===== src/rtl/core/wsfp_pkg.sv =====
// ----------------------------------------------------------------------------
// wsfp_pkg: shared types and constants of the sparse flow priority engine
// Holds the command, flow entry and result formats and the engine states.
// ----------------------------------------------------------------------------
package wsfp_pkg;

    localparam int FLOW_COUNT = 1024;
    localparam int FLOW_AW    = $clog2(FLOW_COUNT);

    localparam logic [15:0]        QUANTUM_RESET = 16'd1522;
    localparam logic [15:0]        COUNT_MAX     = 16'hffff;
    localparam logic [FLOW_AW-1:0] FLOW_LAST     = FLOW_AW'(FLOW_COUNT - 1);
    localparam logic [1:0]         QUEUE_FULL    = 2'd2;

    typedef enum logic {
        OP_ENQ = 1'b0,
        OP_DEQ = 1'b1
    } t_op;

    typedef enum logic [1:0] {
        CLS_DENSE       = 2'd0,
        CLS_NEW_SPARSE  = 2'd1,
        CLS_CONT_SPARSE = 2'd2
    } t_flow_class;

    typedef enum logic {
        ST_OK        = 1'b0,
        ST_EMPTY_DEQ = 1'b1
    } t_status;

    typedef enum logic [1:0] {
        ENG_CLEAR,
        ENG_FETCH,
        ENG_EXEC
    } t_eng_state;

    typedef struct packed {
        t_op                op;
        logic [FLOW_AW-1:0] idx;
        logic [15:0]        len;
        logic [31:0]        dprio;
    } t_cmd;

    typedef struct packed {
        logic [15:0] count;
        logic [31:0] bytes;
        logic [31:0] finish;
        logic [31:0] grace;
    } t_flow_entry;

    typedef struct packed {
        logic [31:0] prio;
        t_flow_class cls;
        logic [31:0] vt;
        logic [15:0] count;
        t_status     status;
    } t_result;

    // front to back: head of the command queue
    typedef struct packed {
        logic valid;
        t_cmd cmd;
    } t_front_out;

    // back to front: take the head, hold off new transactions
    typedef struct packed {
        logic pop;
        logic hold;
    } t_back_ctl;

endpackage


===== src/rtl/core/wsfp_front.sv =====
// ----------------------------------------------------------------------------
// wsfp_front: input side of the priority engine
// Decodes each incoming transaction and holds it in a two-entry command queue.
// ----------------------------------------------------------------------------
module wsfp_front import wsfp_pkg::*; (
    input  logic        i_clk,
    input  logic        i_rst_n,
    input  logic        push,
    output logic        full,
    input  logic        i_opcode,
    input  logic [9:0]  i_flow_index,
    input  logic [15:0] i_packet_length,
    input  logic [31:0] i_dequeued_priority,
    input  t_back_ctl   i_back,
    output t_front_out  o_front
);

    t_cmd       r_q [2];
    logic       r_wp;
    logic       r_rp;
    logic [1:0] r_count;
    logic [1:0] n_count;
    t_cmd       w_cmd;
    logic       w_acc;
    logic       w_pop;

    // decode: opcode to operation, flow index folded onto the table
    always_comb begin
        w_cmd.op    = i_opcode ? OP_DEQ : OP_ENQ;
        w_cmd.idx   = i_flow_index[FLOW_AW-1:0];
        w_cmd.len   = i_packet_length;
        w_cmd.dprio = i_dequeued_priority;
    end

    assign full  = (r_count == QUEUE_FULL) || i_back.hold;
    assign w_acc = push && !full;
    assign w_pop = i_back.pop && (r_count != 2'd0);

    always_comb begin
        n_count = r_count;
        if (w_acc && !w_pop) begin
            n_count = r_count + 2'd1;
        end else if (w_pop && !w_acc) begin
            n_count = r_count - 2'd1;
        end
    end

    always_ff @(posedge i_clk) begin
        if (!i_rst_n) begin
            r_wp    <= 1'b0;
            r_rp    <= 1'b0;
            r_count <= 2'd0;
        end else begin
            r_count <= n_count;
            if (w_acc) begin
                r_wp <= ~r_wp;
            end
            if (w_pop) begin
                r_rp <= ~r_rp;
            end
        end
    end

    always_ff @(posedge i_clk) begin
        if (w_acc) begin
            r_q[r_wp] <= w_cmd;
        end
    end

    assign o_front.valid = (r_count != 2'd0);
    assign o_front.cmd   = r_q[r_rp];

endmodule


===== config.mk =====
export PLATFORM = sky130hd
export DESIGN_NAME = wsfp_front
export DESIGN_NICKNAME = d
export VERILOG_FILES = /design/src/rtl/core/wsfp_pkg.sv /design/src/rtl/core/wsfp_front.sv
export SDC_FILE = /design/constraint.sdc
export NUM_CORES = 1
export LEC_CHECK = 0
export ABC_AREA = 1
export BUFFER_PORTS_ARGS = -buffer_cell sky130_fd_sc_hd__buf_4
export CAP_MARGIN = 30
export CORE_MARGIN = 10
export CORE_UTILIZATION = 44
export CTS_CLUSTER_SIZE = 25
export DETAILED_ROUTE_END_ITERATION = 12
export PLACE_DENSITY = 0.71
export SETUP_SLACK_MARGIN = 0.2
export SLEW_MARGIN = 20
export SYNTH_ARGS = -nofsm -noshare
export SYNTH_HDL_FRONTEND = slang
export SYNTH_SLANG_ARGS = --single-unit

===== constraint.sdc =====
create_clock -name i_clk -period 5.98 [get_ports i_clk]
set_clock_uncertainty 0.2 [all_clocks]
set_input_delay 1.495 -clock i_clk [delete_from_list [all_inputs] [get_ports i_clk]]
set_output_delay 1.495 -clock i_clk [all_outputs]
set_load 0.05 [all_outputs]

**Yosys cells after proc, flatten, opt, wreduce, memory -nomap -nowiden**

Memory sizes are Yosys's and may differ from the RTL's. A register that Yosys moved wholly into a read port is not among the register bits.
Index checks and enable logic that the tools add are counted.

- Reduce and logical (&&, ||, !) cells: 10
- Bitwise operators: 2
- Muxes and demuxes: 7
- Equality and inequality tests: 1
- Add/subtract/negate cells: 2

Operators with widths:

| cell | count |
|---|---|
| 2-to-1 mux 1 bit | 5 |
| logical AND 1 bit | 4 |
| 2-to-1 mux 2 bit | 2 |
| nonzero test 2 bit | 2 |
| logical NOT 1 bit | 3 |
| adder 2 x 1 -> 2 bit, second input constant | 1 |
| == test 2 bit, second input constant | 1 |
| NOT 1 bit | 2 |
| subtractor 2 x 1 -> 2 bit, second input constant | 1 |
| logical OR 1 bit | 1 |

- Input port bits: 64
- Memory bits (writable): 118
- Logic and storage cells: 26
- Output and inout bits: 61
- Memories kept: 1
- Register bits: 4

Memories:

| name | depth | bits a word | read ports | clocked after Yosys merged registers in | wr ports | RTL line | RTL |
|---|---|---|---|---|---|---|---|
| r_q | 2 | 59 | 1 | 1 | 1 | wsfp_front.sv:18 | `t_cmd r_q [2];` |

**Longest topological paths before layout**

- Word-level depth: 8
- Gate-level depth with buffers: 11
- Mapped depth without buffers: 11

**Worst setup path before layout**

Ideal clock, no wire load.

- Path type: input-to-reg
- From: input i_back[0] (netlist bit)
- To: memory r_q[0][0] (netlist bit), enable pin
- Setup slack: 1.147 ns
- Arrival: 4.157 ns
- Data required time: 5.304 ns
- Stages on the path: 3
- Setup time: 0.476 ns
- Cells stage by stage: inv_1 nand3_1 nor2_1

- Word-level cells in the longest chain between the ends: 5

Ends and longest elaborated chain:

| element | RTL line | RTL |
|---|---|---|
| start: declaration | wsfp_front.sv:14 | `input t_back_ctl i_back,` |
| logical OR 1 bit | wsfp_front.sv:35 | `assign full = (r_count == QUEUE_FULL) \|\| i_back.hold;` |
| logical NOT 1 bit | wsfp_front.sv:36 | `assign w_acc = push && !full;` |
| logical AND 1 bit | wsfp_front.sv:36 |  |
| 2-to-1 mux 1 bit | wsfp_front.sv:65 | `if (w_acc) begin` |
| 2-to-1 mux 1 bit (implied by the code) | wsfp_front.sv:66 | `r_q[r_wp] <= w_cmd;` |
| end: declaration | wsfp_front.sv:18 |  |

Every way passes these cells.

==> metrics.log <==
[metrics] Net Switching: 741 uW
[metrics] highest clock frequency the design can meet: 244 MHz
[metrics] most congested layer reported by global routing: met2
[metrics] global-route wire length before repair: 13700 um
[metrics] buffer levels on the longest clock path: 2
[metrics] class of the tightest hold or removal check: flop to flop
[metrics] number of cells produced by synthesis: 225
[metrics] number of cell rows: 37
[metrics] power density relative to cell area: 411 nW/um^2
[metrics] number of nets in the final layout: 431
[metrics] most used cells in the layout excluding fill and tap cells: sky130_fd_sc_hd__buf_4 (128), sky130_fd_sc_hd__edfxtp_1 (118), sky130_fd_sc_hd__mux2_2 (49)
[metrics] filler-free cell count of the finished design: 514
[metrics] net switching share of the total power: 0.291
[metrics] internal cell power: 1800 uW
[metrics] Period minus WS final: 4.10 ns
[metrics] vertical die dimension: 122 um
[metrics] CTS HTree Levels: 4
[metrics] clock sink count: 123
[metrics] pre-CTS WS: 2.37 ns
[metrics] top-area cell type share of the netlist area: 0.777
[metrics] dominant cell type by area after synthesis: sky130_fd_sc_hd__edfxtp_1
[metrics] total length of routed wires: 8880 um
[metrics] Slew Limit Fails: 0
[metrics] maximum fanout count along the critical path: 30
[metrics] core box area: 10200 um^2
[metrics] die footprint: 14800 um^2
[metrics] met1 routing resource usage after global routing: 0.130
[metrics] pin count of the biggest net entering global routing: 36
[metrics] Worst Max-Slew Pin Slew: 0.698 ns
[metrics] residual overflow from global routing: 0
[metrics] reported max-cap violation count: 0
[metrics] total standard cell area after synthesis: 4560 um^2
[metrics] Antenna Cells: 0
[metrics] top area cells in the synthesized netlist: sky130_fd_sc_hd__edfxtp_1 (78%), sky130_fd_sc_hd__mux2_2 (12%), sky130_fd_sc_hd__mux2_4 (3.3%)
[metrics] count of unresolved DRC violations after routing: 0
[metrics] cell count after placement: 483
[metrics] via count: 2397
[metrics] clk slew on worst S/H paths: 0.05 ns
[metrics] number of detailed-routing iterations run before antenna repair: 4
[metrics] per-cell routed wire length: 17.3 um
[metrics] filler instances: 785
[metrics] final-report setup violation count: 0
[metrics] commonest non-fill, non-tap cell in the layout: sky130_fd_sc_hd__buf_4
[metrics] sequential-to-total area share from yosys stat: 0.799
[metrics] horizontal extent of the die: 122 um
[metrics] startpoint type of the worst setup path: flop
[metrics] Lkg Pwr: 0.00236 uW
[metrics] ratio of final minimum period to clock period: 0.685
[metrics] met2 layer usage reported by global route: 0.199
[metrics] total routing usage reported by global routing: 0.122
[metrics] mean instance size in the synthesized netlist: 20.3 um^2
[metrics] number of synthesized register bits: 123
[metrics] Rel. slew slack: 0.534
[metrics] count of instances resized after the clock tree is built: 0
[metrics] post-layout worst setup margin: 1.88 ns
[metrics] number of distinct library cells after synthesis: 16
[metrics] crit end category: output port
[metrics] IO Count: 125
[metrics] number of DRC violations after detailed-routing iteration 0: 84
[metrics] result of the run: finished, final reports clean
[metrics] setup fix buffers added after clock tree synthesis: 0
[metrics] CTS root buffer: sky130_fd_sc_hd__clkbuf_8
[metrics] final hold violations: 0
[metrics] layout cell share with drive strength beyond 1: 0.569
[metrics] logic gate share of total power: 0.238
[metrics] signed area change from the synthesized netlist to the final layout: 35.8%
[metrics] Yosys warnings: 0
[metrics] kind of critical path: flop to output port
[metrics] Worst VDD drop: 0.200 mV
[metrics] number of port buffers: 124
[metrics] Post-DP HPWL: 6160 um
[metrics] hold_buf cts: 0
[metrics] global routing usage on met3: 0.0611
[metrics] part of the power in registers: 0.407
[metrics] number of global-route vias before repair: 2810
[metrics] clock tree from TritonCTS: built
[metrics] number of antenna violations at the first check in global routing: 0
[metrics] weighted congestion at the end of routability-driven global placement: 0.678
[metrics] setup repair after global routing missed its margin: no
[metrics] part of the power in the clock network: 0.354
[metrics] setup TNS: 0 ns
[metrics] via/cell ratio: 4.66
[metrics] required time of the worst setup path: 4.28 ns
[metrics] initial core utilization: 0.446
[metrics] Inserted Clock Buffers: 17
[metrics] residual antenna-violating net count after detailed routing: 0
[metrics] post-synthesis net count: 290
[metrics] clock network latency to the later pin of the worst-skew pair: 0.50 ns
[metrics] worst endpoint data arrival time: 2.40 ns
[critical path, stage by stage, from the launching register on]
cell and delay [ns]:
sky130_fd_sc_hd__dfxtp_2 0.78, sky130_fd_sc_hd__buf_4 0.51, sky130_fd_sc_hd__mux2_2 0.41, sky130_fd_sc_hd__buf_4 0.19
[cells by family after synthesis]
family / Yosys count / synth area share
AOI/OAI and AO/OA: 3 / 0.00384
DFF: 123 / 0.799
muxes: 59 / 0.154
and+or+nand+nor: 21 / 0.0189
buffers and inverters: 18 / 0.0217
adders and majority gates: 1 / 0.00274
[through the flow]
step                      total power (uW)  utilization  instance area, um^2  hold slack, ns
final                                 2550        0.605                 6190           0.328
after global routing                  2650        0.605                 6190           0.353
after CTS                             2580        0.605                 6190           0.319
after detailed placement              1670        0.554                 5660           0.296
after global placement                1660        0.552                 5640           0.280
after floorplan                       1480            -                 4560           0.267
[cell usage after synthesis]
cell type	n
sky130_fd_sc_hd__dfxtp_1	5
sky130_fd_sc_hd__edfxtp_1	118
sky130_fd_sc_hd__buf_6	2
sky130_fd_sc_hd__buf_8	1
sky130_fd_sc_hd__nand2_1	11
sky130_fd_sc_hd__nand3_1	2
sky130_fd_sc_hd__inv_1	11
sky130_fd_sc_hd__o21ai_0	1
sky130_fd_sc_hd__buf_2	4
sky130_fd_sc_hd__a21oi_1	1
sky130_fd_sc_hd__ha_1	1
sky130_fd_sc_hd__nor2_1	6
sky130_fd_sc_hd__o21a_1	1
sky130_fd_sc_hd__mux2_4	10
sky130_fd_sc_hd__mux2_2	49
sky130_fd_sc_hd__nand4_1	2
[final timing paths]
path,end,start,cells past startpoint,slack [ns]
max,o_front[14],flop,3,1.88
min,r_rp$_SDFFE_PN0P_,r_rp$_SDFFE_PN0P_,2,0.33
max reg2reg,r_q[1][9]$_DFFE_PP_,r_count[0]$_SDFFE_PN0P_,5,3.70
min reg2reg,r_rp$_SDFFE_PN0P_,r_rp$_SDFFE_PN0P_,2,0.33
[final cells by class]
| cell class | instances | area (um^2) | share of cell area |
|---|---|---|---|
| clock inverter | 10 | 101 | 0.0164 |
| multi-input combinational | 84 | 826 | 0.133 |
| inverter | 11 | 41.3 | 0.00667 |
| clock buffer | 21 | 429 | 0.0693 |
| tap | 136 | 170 | 0.0275 |
| sequential | 123 | 3640 | 0.588 |
| timing repair buffer | 129 | 981 | 0.158 |
[registers in the layout, indices dropped and copies added, names as in the netlist, named ones only]
register	cells
r_wp	1
r_q	118
r_count	2
r_rp	1
[power groups by stage]
stage	clock, uW	combinational, uW	sequential (uW)
after CTS	928	617	1040
after detailed placement	0	615	1050
after floorplan	0	448	1040
after global placement	0	605	1050
after global routing	968	641	1040
final	902	607	1040
[layer usage]
layer | vias up | wire length (um)
met5 | - | 0
met1 | 1166 | 3470
met4 | 0 | 64
met3 | 6 | 785
li1 | 1144 | -
met2 | 81 | 4560
No activity file was read; power rests on OpenSTA's default activity.
